File: src/rtl/ddfs_pkg.sv
`timescale 1ns / 1ps
package ddfs_pkg;

  localparam int ID_W           = 8;
  localparam int RND_W          = 8;
  localparam int DIV_CNT_W      = $clog2(RND_W);
  localparam int NEIGHBOR_REGS  = 4;
  localparam int CFG_IDX_W      = 3;
  localparam int CFG_DATA_W     = 8;
  localparam int MAX_NEIGHBORS_DEFAULT = 4;
  localparam int NODE_BITS_DEFAULT     = 8;

  localparam logic [1:0] CMD_START    = 2'd0;
  localparam logic [1:0] CMD_TRAVERSE = 2'd1;
  localparam logic [1:0] CMD_RETURN   = 2'd2;

  localparam logic MSG_TRAVERSE = 1'b0;
  localparam logic MSG_RETURN   = 1'b1;

  localparam logic [1:0] STAT_OK          = 2'd0;
  localparam logic [1:0] STAT_IGNORED     = 2'd1;
  localparam logic [1:0] STAT_NO_NEIGHBOR = 2'd2;

  localparam logic [CFG_IDX_W-1:0] REG_IS_ROOT        = 3'd0;
  localparam logic [CFG_IDX_W-1:0] REG_NEIGHBOR_COUNT = 3'd1;
  localparam logic [CFG_IDX_W-1:0] REG_NEIGHBOR_0     = 3'd2;
  localparam logic [CFG_IDX_W-1:0] REG_NEIGHBOR_1     = 3'd3;
  localparam logic [CFG_IDX_W-1:0] REG_NEIGHBOR_2     = 3'd4;
  localparam logic [CFG_IDX_W-1:0] REG_NEIGHBOR_3     = 3'd5;

  typedef struct packed {
    logic [1:0]       cmd;
    logic [ID_W-1:0]  sender;
    logic [RND_W-1:0] random_value;
  } in_item_t;

  typedef struct packed {
    logic            send_valid;
    logic            msg_kind;
    logic [ID_W-1:0] dest;
    logic            node_done;
    logic            walk_end;
    logic [1:0]      status;
  } out_item_t;

  typedef enum logic [2:0] {
    S_IDLE,
    S_DROP,
    S_COUNT,
    S_EVAL,
    S_MOD,
    S_PICK,
    S_FIN
  } fsm_state_t;

  typedef struct packed {
    logic load_item;
    logic drop;
    logic count;
    logic div_start;
    logic div_step;
    logic pick;
    logic finish;
  } ctrl_cmd_t;

  typedef struct packed {
    logic need_pick;
    logic div_last;
    logic out_free;
  } dp_status_t;

endpackage

File: src/rtl/ddfs_ctrl.sv
`timescale 1ns / 1ps
module ddfs_ctrl (
  input  logic                clk,
  input  logic                rst,
  input  logic                in_valid,
  output logic                in_stall,
  input  ddfs_pkg::dp_status_t sts,
  output ddfs_pkg::ctrl_cmd_t  ctl
);
  import ddfs_pkg::*;

  fsm_state_t state;
  fsm_state_t state_next;

  always_ff @(posedge clk) begin
    if (rst) begin
      state <= S_IDLE;
    end else begin
      state <= state_next;
    end
  end

  always_comb begin
    state_next = state;
    ctl        = '0;
    in_stall   = 1'b1;
    case (state)
      S_IDLE: begin
        in_stall = 1'b0;
        if (in_valid) begin
          ctl.load_item = 1'b1;
          state_next    = S_DROP;
        end
      end
      S_DROP: begin
        ctl.drop   = 1'b1;
        state_next = S_COUNT;
      end
      S_COUNT: begin
        ctl.count  = 1'b1;
        state_next = S_EVAL;
      end
      S_EVAL: begin
        if (sts.need_pick) begin
          ctl.div_start = 1'b1;
          state_next    = S_MOD;
        end else begin
          state_next = S_FIN;
        end
      end
      S_MOD: begin
        ctl.div_step = 1'b1;
        if (sts.div_last) begin
          state_next = S_PICK;
        end
      end
      S_PICK: begin
        ctl.pick   = 1'b1;
        state_next = S_FIN;
      end
      S_FIN: begin
        // hold until the output register can take the beat
        if (sts.out_free) begin
          ctl.finish = 1'b1;
          state_next = S_IDLE;
        end
      end
      default: begin
        state_next = S_IDLE;
      end
    endcase
  end

endmodule

File: src/rtl/ddfs_datapath.sv
`timescale 1ns / 1ps
module ddfs_datapath #(
  parameter int MAX_NEIGHBORS = ddfs_pkg::MAX_NEIGHBORS_DEFAULT,
  parameter int NODE_BITS     = ddfs_pkg::NODE_BITS_DEFAULT
) (
  input  logic                              clk,
  input  logic                              rst,
  input  ddfs_pkg::in_item_t                in_data,
  output logic                              out_valid,
  input  logic                              out_stall,
  output ddfs_pkg::out_item_t               out_data,
  input  logic                              cfg_we,
  input  logic [ddfs_pkg::CFG_IDX_W-1:0]    cfg_index,
  input  logic [ddfs_pkg::CFG_DATA_W-1:0]   cfg_data,
  input  ddfs_pkg::ctrl_cmd_t               ctl,
  output ddfs_pkg::dp_status_t              sts
);
  import ddfs_pkg::*;

  localparam int ENTRIES = (MAX_NEIGHBORS < NEIGHBOR_REGS) ? MAX_NEIGHBORS : NEIGHBOR_REGS;
  localparam int NB      = (NODE_BITS < ID_W) ? NODE_BITS : ID_W;
  localparam int CW      = $clog2(ENTRIES + 1);

  logic            is_root;
  logic [2:0]      neighbor_count;
  logic [ID_W-1:0] neighbor_id [NEIGHBOR_REGS];

  logic               visited;
  logic               has_parent;
  logic [NB-1:0]      parent_node;
  logic [ENTRIES-1:0] used_mask;
  logic               finished;

  logic [1:0]           cmd_q;
  logic [NB-1:0]        who_q;
  logic [RND_W-1:0]     rnd_q;
  logic [CW-1:0]        rem_q;
  logic [CW-1:0]        rmd_q;
  logic [DIV_CNT_W-1:0] div_cnt;
  logic [NB-1:0]        pick_q;

  logic [CW-1:0]      limit;
  logic [ENTRIES-1:0] live;
  logic [ENTRIES-1:0] drop_mask;
  logic               drop_found;
  logic [CW-1:0]      rem_calc;
  logic [CW:0]        trial;
  logic [CW-1:0]      pick_cnt;
  logic               pick_found;
  logic [NB-1:0]      pick_calc;
  logic               ignored;

  out_item_t     res;
  logic          visited_next;
  logic          has_parent_next;
  logic [NB-1:0] parent_node_next;
  logic          finished_next;

  always_ff @(posedge clk) begin
    if (rst) begin
      is_root        <= 1'b0;
      neighbor_count <= '0;
      for (int i = 0; i < NEIGHBOR_REGS; i++) begin
        neighbor_id[i] <= '0;
      end
    end else if (cfg_we) begin
      case (cfg_index)
        REG_IS_ROOT:        is_root        <= cfg_data[0];
        REG_NEIGHBOR_COUNT: neighbor_count <= cfg_data[2:0];
        REG_NEIGHBOR_0:     neighbor_id[0] <= cfg_data;
        REG_NEIGHBOR_1:     neighbor_id[1] <= cfg_data;
        REG_NEIGHBOR_2:     neighbor_id[2] <= cfg_data;
        REG_NEIGHBOR_3:     neighbor_id[3] <= cfg_data;
        default: ;
      endcase
    end
  end

  always_comb begin
    if (neighbor_count > 3'(ENTRIES)) begin
      limit = CW'(ENTRIES);
    end else begin
      limit = CW'(neighbor_count);
    end
    for (int i = 0; i < ENTRIES; i++) begin
      live[i] = (CW'(i) < limit) && !used_mask[i];
    end
  end

  assign ignored = finished || (cmd_q != CMD_START && cmd_q != CMD_TRAVERSE &&
                   cmd_q != CMD_RETURN) || (cmd_q == CMD_START && (!is_root || visited));

  // first live entry that matches the sender
  always_comb begin
    drop_mask  = '0;
    drop_found = 1'b0;
    for (int i = 0; i < ENTRIES; i++) begin
      if (!drop_found && live[i] && neighbor_id[i][NB-1:0] == who_q) begin
        drop_mask[i] = 1'b1;
        drop_found   = 1'b1;
      end
    end
  end

  always_comb begin
    rem_calc = '0;
    for (int i = 0; i < ENTRIES; i++) begin
      rem_calc = rem_calc + CW'(live[i]);
    end
  end

  assign trial = {rmd_q, rnd_q[RND_W-1]};

  always_comb begin
    pick_cnt   = '0;
    pick_found = 1'b0;
    pick_calc  = '0;
    for (int i = 0; i < ENTRIES; i++) begin
      if (live[i] && !pick_found) begin
        if (pick_cnt == rmd_q) begin
          pick_calc  = neighbor_id[i][NB-1:0];
          pick_found = 1'b1;
        end
        pick_cnt = pick_cnt + CW'(1);
      end
    end
  end

  assign sts.need_pick = !ignored && rem_q != '0 &&
                         (cmd_q == CMD_START || cmd_q == CMD_RETURN ||
                          (cmd_q == CMD_TRAVERSE && !visited));
  assign sts.div_last  = (div_cnt == DIV_CNT_W'(RND_W - 1));
  assign sts.out_free  = !out_valid || !out_stall;

  always_comb begin
    res              = '0;
    visited_next     = visited;
    has_parent_next  = has_parent;
    parent_node_next = parent_node;
    finished_next    = finished;
    if (ignored) begin
      res.status = STAT_IGNORED;
    end else begin
      case (cmd_q)
        CMD_START: begin
          if (rem_q == '0) begin
            res.status = STAT_NO_NEIGHBOR;
          end else begin
            visited_next   = 1'b1;
            res.send_valid = 1'b1;
            res.msg_kind   = MSG_TRAVERSE;
            res.dest       = ID_W'(pick_q);
          end
        end
        CMD_TRAVERSE: begin
          res.send_valid = 1'b1;
          if (!visited) begin
            visited_next     = 1'b1;
            has_parent_next  = 1'b1;
            parent_node_next = who_q;
            if (rem_q == '0) begin
              res.msg_kind  = MSG_RETURN;
              res.dest      = ID_W'(who_q);
              finished_next = 1'b1;
            end else begin
              res.msg_kind = MSG_TRAVERSE;
              res.dest     = ID_W'(pick_q);
            end
          end else begin
            res.msg_kind = MSG_RETURN;
            res.dest     = ID_W'(who_q);
          end
        end
        CMD_RETURN: begin
          if (rem_q == '0) begin
            if (has_parent) begin
              res.send_valid = 1'b1;
              res.msg_kind   = MSG_RETURN;
              res.dest       = ID_W'(parent_node);
            end else begin
              res.walk_end = 1'b1;
            end
            finished_next = 1'b1;
          end else begin
            res.send_valid = 1'b1;
            res.msg_kind   = MSG_TRAVERSE;
            res.dest       = ID_W'(pick_q);
          end
        end
        default: begin
          res.status = STAT_IGNORED;
        end
      endcase
    end
    res.node_done = finished_next;
  end

  always_ff @(posedge clk) begin
    if (rst) begin
      visited     <= 1'b0;
      has_parent  <= 1'b0;
      parent_node <= '0;
      used_mask   <= '0;
      finished    <= 1'b0;
      out_valid   <= 1'b0;
    end else begin
      if (ctl.drop && !ignored && (cmd_q == CMD_TRAVERSE || cmd_q == CMD_RETURN)) begin
        used_mask <= used_mask | drop_mask;
      end
      if (ctl.finish) begin
        visited     <= visited_next;
        has_parent  <= has_parent_next;
        parent_node <= parent_node_next;
        finished    <= finished_next;
        out_valid   <= 1'b1;
      end else if (!out_stall) begin
        out_valid <= 1'b0;
      end
    end
  end

  always_ff @(posedge clk) begin
    if (ctl.load_item) begin
      cmd_q <= in_data.cmd;
      who_q <= in_data.sender[NB-1:0];
      rnd_q <= in_data.random_value;
    end else if (ctl.div_step) begin
      rnd_q <= {rnd_q[RND_W-2:0], 1'b0};
    end
    if (ctl.count) begin
      rem_q <= rem_calc;
    end
    if (ctl.div_start) begin
      rmd_q   <= '0;
      div_cnt <= '0;
    end else if (ctl.div_step) begin
      if (trial >= {1'b0, rem_q}) begin
        rmd_q <= CW'(trial - {1'b0, rem_q});
      end else begin
        rmd_q <= trial[CW-1:0];
      end
      div_cnt <= div_cnt + DIV_CNT_W'(1);
    end
    if (ctl.pick) begin
      pick_q <= pick_calc;
    end
    if (ctl.finish) begin
      out_data <= res;
    end
  end

endmodule

File: src/rtl/distributed_dfs_node.sv
`timescale 1ns / 1ps
// One node of a token-passing depth-first walk over a graph.
// Input channel (in_valid / in_stall / in_data): one beat per received event,
// a start command at the root or a traverse / return message with its sender
// and a random value that picks the next neighbor among those left.
// Output channel (out_valid / out_stall / out_data): one beat per input beat,
// carrying the message to send (if any), node_done, walk_end and a status code.
// Configuration: cfg_we writes cfg_data into the register at cfg_index (is_root,
// neighbor_count, neighbor_0..3); write only while no beat is in flight.
// Sequence: after input accept the controller steps through drop, count and
// evaluate states, then, when a neighbor is picked, a one-bit-per-cycle modulo
// unit and a pick state, before a finish state loads the output register; the
// controller works on one beat at a time.
// Stall: the result sits in an output register; the controller takes the next
// input beat while it waits, but holds its own result until that register frees.
// Reset (rst, synchronous): configuration and node state clear to zero, no
// output beat is pending and the node is ready for input.
module distributed_dfs_node #(
  parameter int MAX_NEIGHBORS = ddfs_pkg::MAX_NEIGHBORS_DEFAULT,
  parameter int NODE_BITS     = ddfs_pkg::NODE_BITS_DEFAULT
) (
  input  logic                            clk,
  input  logic                            rst,
  input  logic                            in_valid,
  output logic                            in_stall,
  input  ddfs_pkg::in_item_t              in_data,
  output logic                            out_valid,
  input  logic                            out_stall,
  output ddfs_pkg::out_item_t             out_data,
  input  logic                            cfg_we,
  input  logic [ddfs_pkg::CFG_IDX_W-1:0]  cfg_index,
  input  logic [ddfs_pkg::CFG_DATA_W-1:0] cfg_data
);
  import ddfs_pkg::*;

  ctrl_cmd_t  ctl;
  dp_status_t sts;

  ddfs_ctrl u_ctrl (
    .clk      (clk),
    .rst      (rst),
    .in_valid (in_valid),
    .in_stall (in_stall),
    .sts      (sts),
    .ctl      (ctl)
  );

  ddfs_datapath #(
    .MAX_NEIGHBORS (MAX_NEIGHBORS),
    .NODE_BITS     (NODE_BITS)
  ) u_datapath (
    .clk       (clk),
    .rst       (rst),
    .in_data   (in_data),
    .out_valid (out_valid),
    .out_stall (out_stall),
    .out_data  (out_data),
    .cfg_we    (cfg_we),
    .cfg_index (cfg_index),
    .cfg_data  (cfg_data),
    .ctl       (ctl),
    .sts       (sts)
  );

endmodule
File: config.mk
export PLATFORM = sky130hd
export DESIGN_NAME = distributed_dfs_node
export DESIGN_NICKNAME = d
export VERILOG_FILES = /design/src/rtl/ddfs_pkg.sv /design/src/rtl/ddfs_ctrl.sv /design/src/rtl/ddfs_datapath.sv /design/src/rtl/distributed_dfs_node.sv
export SDC_FILE = /design/constraint.sdc
export NUM_CORES = 1
export LEC_CHECK = 0
export BUFFER_PORTS_ARGS = -buffer_cell sky130_fd_sc_hd__buf_2
export CORE_ASPECT_RATIO = 0.7
export CORE_MARGIN = 5
export CORE_UTILIZATION = 59
export DETAILED_ROUTE_END_ITERATION = 6
export GPL_TIMING_DRIVEN = 1
export PLACE_DENSITY_LB_ADDON = 0.25
export SYNTH_ARGS = -nofsm -noshare
export SYNTH_HDL_FRONTEND = slang
export SYNTH_SLANG_ARGS = --single-unit
File: constraint.sdc
create_clock -name clk -period 3.35 [get_ports clk]
set_clock_uncertainty 0.2 [all_clocks]
set_input_delay 0.8375 -clock clk [delete_from_list [all_inputs] [get_ports clk]]
set_output_delay 0.8375 -clock clk [all_outputs]
set_load 0.03 [all_outputs]
Yosys cells after proc, flatten, opt, wreduce, memory -nomap -nowiden
Memory sizes are Yosys's and may differ from the RTL's.
Index checks and enable logic that the tools add are counted.

storage, ports and cells
  bits in registers = 72
  word-level logic and storage cells = 215
  input port bits = 34
  bits in read-only memories = 0
  output and inout bits = 16
  memory bits (writable) = 32
  memories kept = 1
  bits in latches = 0

memory list
  memory                  depth  width  read ports  clocked after memory_dff  wr ports  RTL line             RTL
  u_datapath.neighbor_id  4      8      4           0                         4         ddfs_datapath.sv:26  logic [ID_W-1:0] neighbor_id [NEIGHBOR_REGS];

operators by class
  multiply operators = 0
  $add $sub $neg = 7
  eq/ne operators = 28
  bitwise operators = 9
  div/mod/pow operators = 0
  reductions and logical operators = 60
  shift-type cells = 0
  magnitude comparators = 6
  mux-type cells = 82

operators with widths
  operator                                                    count
  two-way mux 8 bit                                           14
  two-way mux 1 bit                                           49
  == test 8 bit                                               4
  two-way mux 10 bit                                          3
  case mux 10 bit (3 select lines)                            1
  logical AND 1 bit                                           22
  two-way mux 3 bit                                           7
  case mux 3 bit (7 select lines)                             1
  == test 3 bit (second input constant)                       6
  two-way mux 9 bit                                           2
  zero test 1 bit                                             15
  == test 3 x 2 -> 1 bit (second input constant)              4
  zero test 3 bit                                             4
  != test 2 bit (second input constant)                       5
  AND reduction 4 bit                                         2
  logical OR 1 bit                                            7
  adder 3 x 1 -> 3 bit                                        2
  adder 3 x 1 -> 3 bit (second input constant)                2
  == test 3 x 1 -> 1 bit (second input constant)              2
  == test 3 bit                                               2
  less-than comparator 1 x 3 -> 1 bit (first input constant)  2
  less-than comparator 2 x 3 -> 1 bit (first input constant)  2
  nonzero test 2 bit                                          3
  >= comparator 4 x 3 -> 1 bit                                1
  20 further kinds                                            30

Logic depth before layout (Yosys ltp)
  word-level depth = 19
  gate-level depth with buffers = 11
  depth with buffers taken out = 10

Hierarchy
From an unflattened synthesis, not the netlist that was laid out.

second synthesis, totals
  cells, all modules = 454
  area, all modules = 5147.4 sq um

by module, submodules not included
  module         cells an instance  seq. area each (sq um)  instances  area an instance (sq um)
  ddfs_datapath  427                2772.7                  1          4931.0
  ddfs_ctrl      27                 60.1                    1          216.5

Least setup slack after synthesis
OpenSTA, ideal clock, no wires.

  kind = reg2reg
  from = reg u_datapath.neighbor_count[2]
  to = reg u_datapath.pick_q[0] (data pin)
  arrival time = 2237 ps
  required time = 2876 ps
  path buffers = 1
  path slack = 640 ps
  library setup time = 274 ps
  period minus slack after synthesis = 2710 ps
  cell stages (with the launch flop) = 12
  path through = dfxtp_1 > nor3_1 > or2_2 > clkbuf_1 > o31a_1 > inv_1 > ha_1 > xor2_1 > xnor2_1 > nor2_1 > nand4b_1 > o221ai_1

between the ends
  cells in the longest elaborated chain, start to end = 14
  elaborated cells between the ends (all ways) = 36
  classes of those cells = add/sub (2); order compare (5); eq/ne (3); mux (16); reduce/logical (10)

ends and longest elaborated chain
  element                                                                       RTL line              RTL
  from (decl)                                                                   ddfs_datapath.sv:25   logic [2:0] neighbor_count;
  from (signal assigned)                                                        ddfs_datapath.sv:69   REG_NEIGHBOR_COUNT: neighbor_count <= cfg_data[2:0];
  greater-than comparator 3 bit                                                 ddfs_datapath.sv:80   if (neighbor_count > 3'(ENTRIES)) begin
  two-way mux 3 bit *                                                           ddfs_datapath.sv:80
  branches (longest 11 deep; another with less-than comparator 1 x 3 -> 1 bit)  --
  two-way mux 8 bit *                                                           ddfs_datapath.sv:119  if (live[i] && !pick_found) begin
  named net u_datapath.pick_calc[0]                                             ddfs_datapath.sv:50   logic [NB-1:0] pick_calc;
  to (signal assigned)                                                          ddfs_datapath.sv:245  pick_q <= pick_calc;
  to (decl)                                                                     ddfs_datapath.sv:40   logic [NB-1:0] pick_q;

Mark *: on every way through the listed nets, which the timed path passes.
A chain may end at the register's enable or synchronous reset.

Worst setup path after layout
  from = reg u_datapath.neighbor_count[2]
  to = reg u_datapath.pick_q[4] (data pin)

The elaborated chain is that of the path after synthesis.

==> metrics.txt <==
status=finished clean; ant diodes=0; area of the multi-input gates=0.00218 sq mm; EDFF count, synth=75; Final min period=2.94 ns; final core occ=69.0%; core area=0.00851 sq mm; Cell variety after synth=56; drt pass-1 iters=6; Routability Congestion=0.863; CTS tree=yes; WL/cell=16.5 um; Pwr Total=3.16 mW; area grow syn2layout=12.9%; Startpoint Class=register; drt total wl=roughly 11000 um; cts hold-fix bufs=0; post-route setup slack=0.410 ns; num rows=28; TNS Setup=0 ns; final setup violation count=0; Worst-Skew Late Latency=0.35 ns; boundary pin count=50; vias in the first global route=3437; placed cell area=0.00557 sq mm; Hold Fails Final Rpt=0; total die area=0.0108 sq mm; Net Sw Frac=27.6%; initial antenna violation count=0; first-pass GRT wire length=~17000 um; f_max=~0.34 GHz; gr usage total=21.0%; Top FF cell, synth=edfxtp_1; die extent in x=122 um; IO Port Bufs=between 40 and 50; Tcrit/Tclk final=87.8%; post-route cell area=0.00588 sq mm; DP Wirelength=8020 um; # fillers=between 600 and 700; Initial Utilization=61.1%; detailed-route via count=approximately 3600; Critical Path Fanout Max=11; Slew Limit Fails=0; root buffer selected by CTS=clkbuf_16; WHS=around 0.28 ns; CTS buffer count=9; crit path kind=reg -> reg; post_cts resized=0; clock sinks=approximately 100; setup bufs post-CTS=0; ys async rst share=0%; Max-slew headroom=41.6%; die height=88.6 um; CP Data Required Time=3.33 ns; layout cells sized above 1=18.4%; Flop pwr share=50.5%; Via-to-Cell Ratio=~5.7; Net Count, Synth=522; slowest stage delay, CP=0.39 ns; max_cap viols=0; initial drt markers=265; maximum vdd drop=0.343 mV; largest net degree at the start of global routing=33; Max stage delay cell, worst path=dfxtp_1; dpl ws=0.291 ns; PD cells=537 mW/mm^2; Clk network pwr share=33.8%; Seq/Total Area, Yosys=54.4%; Worst Path Arrival=roughly 2.9 ns; warnings from Yosys=0; FF+latch count, synth=104; unrepaired setup endpoints after global routing=false; DRC viols=0; Clock Path Buffers=2; fin nets=565; clock-pin slew of the registers on the worst-case setup and hold paths=0.07 ns; Pint=approximately 2.3 mW; cell mode on critical path=nor2_1; GR Overflow Total=0; P_sw=0.872 mW; HP Class=reg -> reg; H-tree depth=3; FF/Latch Area=0.00283 sq mm; Syn Std Cell Area=0.00520 sq mm; leak pwr=roughly 2.3 nW; combinational share of power=about 16%; Slew @ Worst Pin=0.869 ns; Mean Syn Cell Area=11.0 sq um; non-filler instance count after layout=roughly 640; Cells after Synth=473; kind of end point of the critical path=register; Placed Cells=625; CP Cell Sequence=nor2_1, nor2_2, o31a_1, inv_1, ha_1, xor2_1, xnor2_1, nor2_1, nand4b_1, o221ai_1; antenna viol nets, final=0
## cell type report
class                           count  area share [%]
Clock buffer                        9            3.83
Tap cell                          120            2.55
Sequential cell                   104            48.2
Multi-Input combinational cell    317            37.1
Inverter                           26            1.66
Timing Repair Buffer               58            5.32
Clock inverter                      7            1.36
## power by group through the flow
stage                     sequential [mW]  combinational, mW  clock, mW
after detailed placement             1.62              0.494          0
after floorplan                      1.55              0.420          0
final                                1.59              0.497       1.07
after global routing                 1.60              0.554       1.15
after global placement               1.61              0.474          0
after CTS                            1.59              0.497       1.08
## state kept, by name, indices dropped and copies added (netlist names)
| signal | cells |
|---|---|
| u_datapath.neighbor_id | 32 |
| u_datapath.div_cnt | 3 |
| u_datapath.neighbor_count | 3 |
| u_datapath.rem_q | 3 |
| u_datapath.out_data | 14 |
| u_datapath.rmd_q | 3 |
| u_datapath.visited | 1 |
| u_datapath.has_parent | 1 |
| u_datapath.is_root | 1 |
| u_datapath.cmd_q | 2 |
| u_datapath.parent_node | 8 |
| u_datapath.finished | 1 |
| u_datapath.out_valid | 1 |
| u_ctrl.state | 3 |
| u_datapath.who_q | 8 |
| u_datapath.used_mask | 4 |
| u_datapath.rnd_q | 8 |
| u_datapath.pick_q | 8 |
## per-layer routing
layer | up-vias | routed length [um] | share of wire (%) | track usage [%]
li1 | 1783 | - | - | -
met1 | 1702 | 5320 | 50 | 31.1
met2 | 137 | 4420 | 42 | 31.1
met3 | 10 | 719 | 6.8 | 5.30
met4 | 0 | 97 | 0.92 | 5.59
met5 | - | 0 | 0 | 0
## placed cells by master, fill, tap and decap left out, types with 4 or more instances in the layout
| cell | synthesis | layout |
|---|---|---|
| buf_4 | 0 | 9 |
| nand3_1 | 11 | 11 |
| edfxtp_1 | 75 | 75 |
| a222oi_1 | 8 | 8 |
| nor4_1 | 5 | 5 |
| a21oi_1 | 19 | 19 |
| dfxtp_1 | 29 | 29 |
| or2_2 | 4 | 4 |
| nand4_1 | 4 | 4 |
| o21ai_0 | 5 | 5 |
| inv_1 | 25 | 25 |
| a31oi_1 | 10 | 10 |
| nor3_1 | 13 | 13 |
| nor2_1 | 47 | 46 |
| clkbuf_16 | 0 | 9 |
| xnor2_1 | 18 | 18 |
| nand2_1 | 29 | 29 |
| mux2_2 | 7 | 7 |
| xor2_1 | 18 | 18 |
| and2_1 | 34 | 34 |
| ha_1 | 13 | 13 |
| mux2i_1 | 15 | 15 |
| o221ai_1 | 9 | 9 |
| buf_2 | 1 | 49 |
## synth_stat cells, types with 15 or more instances
master    instances  area share [%]
edfxtp_1         75              43
xnor2_1          18             3.0
xor2_1           18             3.0
clkbuf_1         23             1.7
and2_1           34             4.1
mux2i_1          15             2.9
a21oi_1          19             1.8
dfxtp_1          29              11
nand2_1          29             2.1
nor2_1           47             3.4
inv_1            25             1.8
## logic make-up after synthesis
logic type                 count (synthesis)  share of synthesized area [%]
buffers and inverters                     52                           3.77
AOI/OAI and AO/OA                         70                           9.76
DFF                                      104                           54.4
and+or+nand+nor                          173                           17.5
muxes                                     22                           4.40
xor gates and xnor gates                  36                           6.06
adders and majority gates                 16                           4.09
## path summary, 6_finish.rpt
check | startpoint | end | slack, ns | cells after the start
hold / removal | u_datapath.has_parent$_SDFFE_PP0P_ | u_datapath.has_parent$_SDFFE_PP0P_ | 0.28 | 2
setup / recovery | u_datapath.neighbor_count[2]$_SDFFE_PP0P_ | u_datapath.pick_q[4]$_DFFE_PP_ | 0.41 | 10
hold reg to reg | u_datapath.has_parent$_SDFFE_PP0P_ | u_datapath.has_parent$_SDFFE_PP0P_ | 0.28 | 2
setup reg to reg | u_datapath.neighbor_count[2]$_SDFFE_PP0P_ | u_datapath.pick_q[4]$_DFFE_PP_ | 0.41 | 10
## worst max-delay path, delay by kind of cell, from the launching register on
family	cells	cell delay, ns
and+or+nand+nor	4	0.90
AOI/OAI and AO/OA	2	0.54
DFF	1	0.39
xor gates and xnor gates	2	0.37
adders and majority gates	1	0.32
buffers and inverters	1	0.05
(Power assumes the default switching activity.)
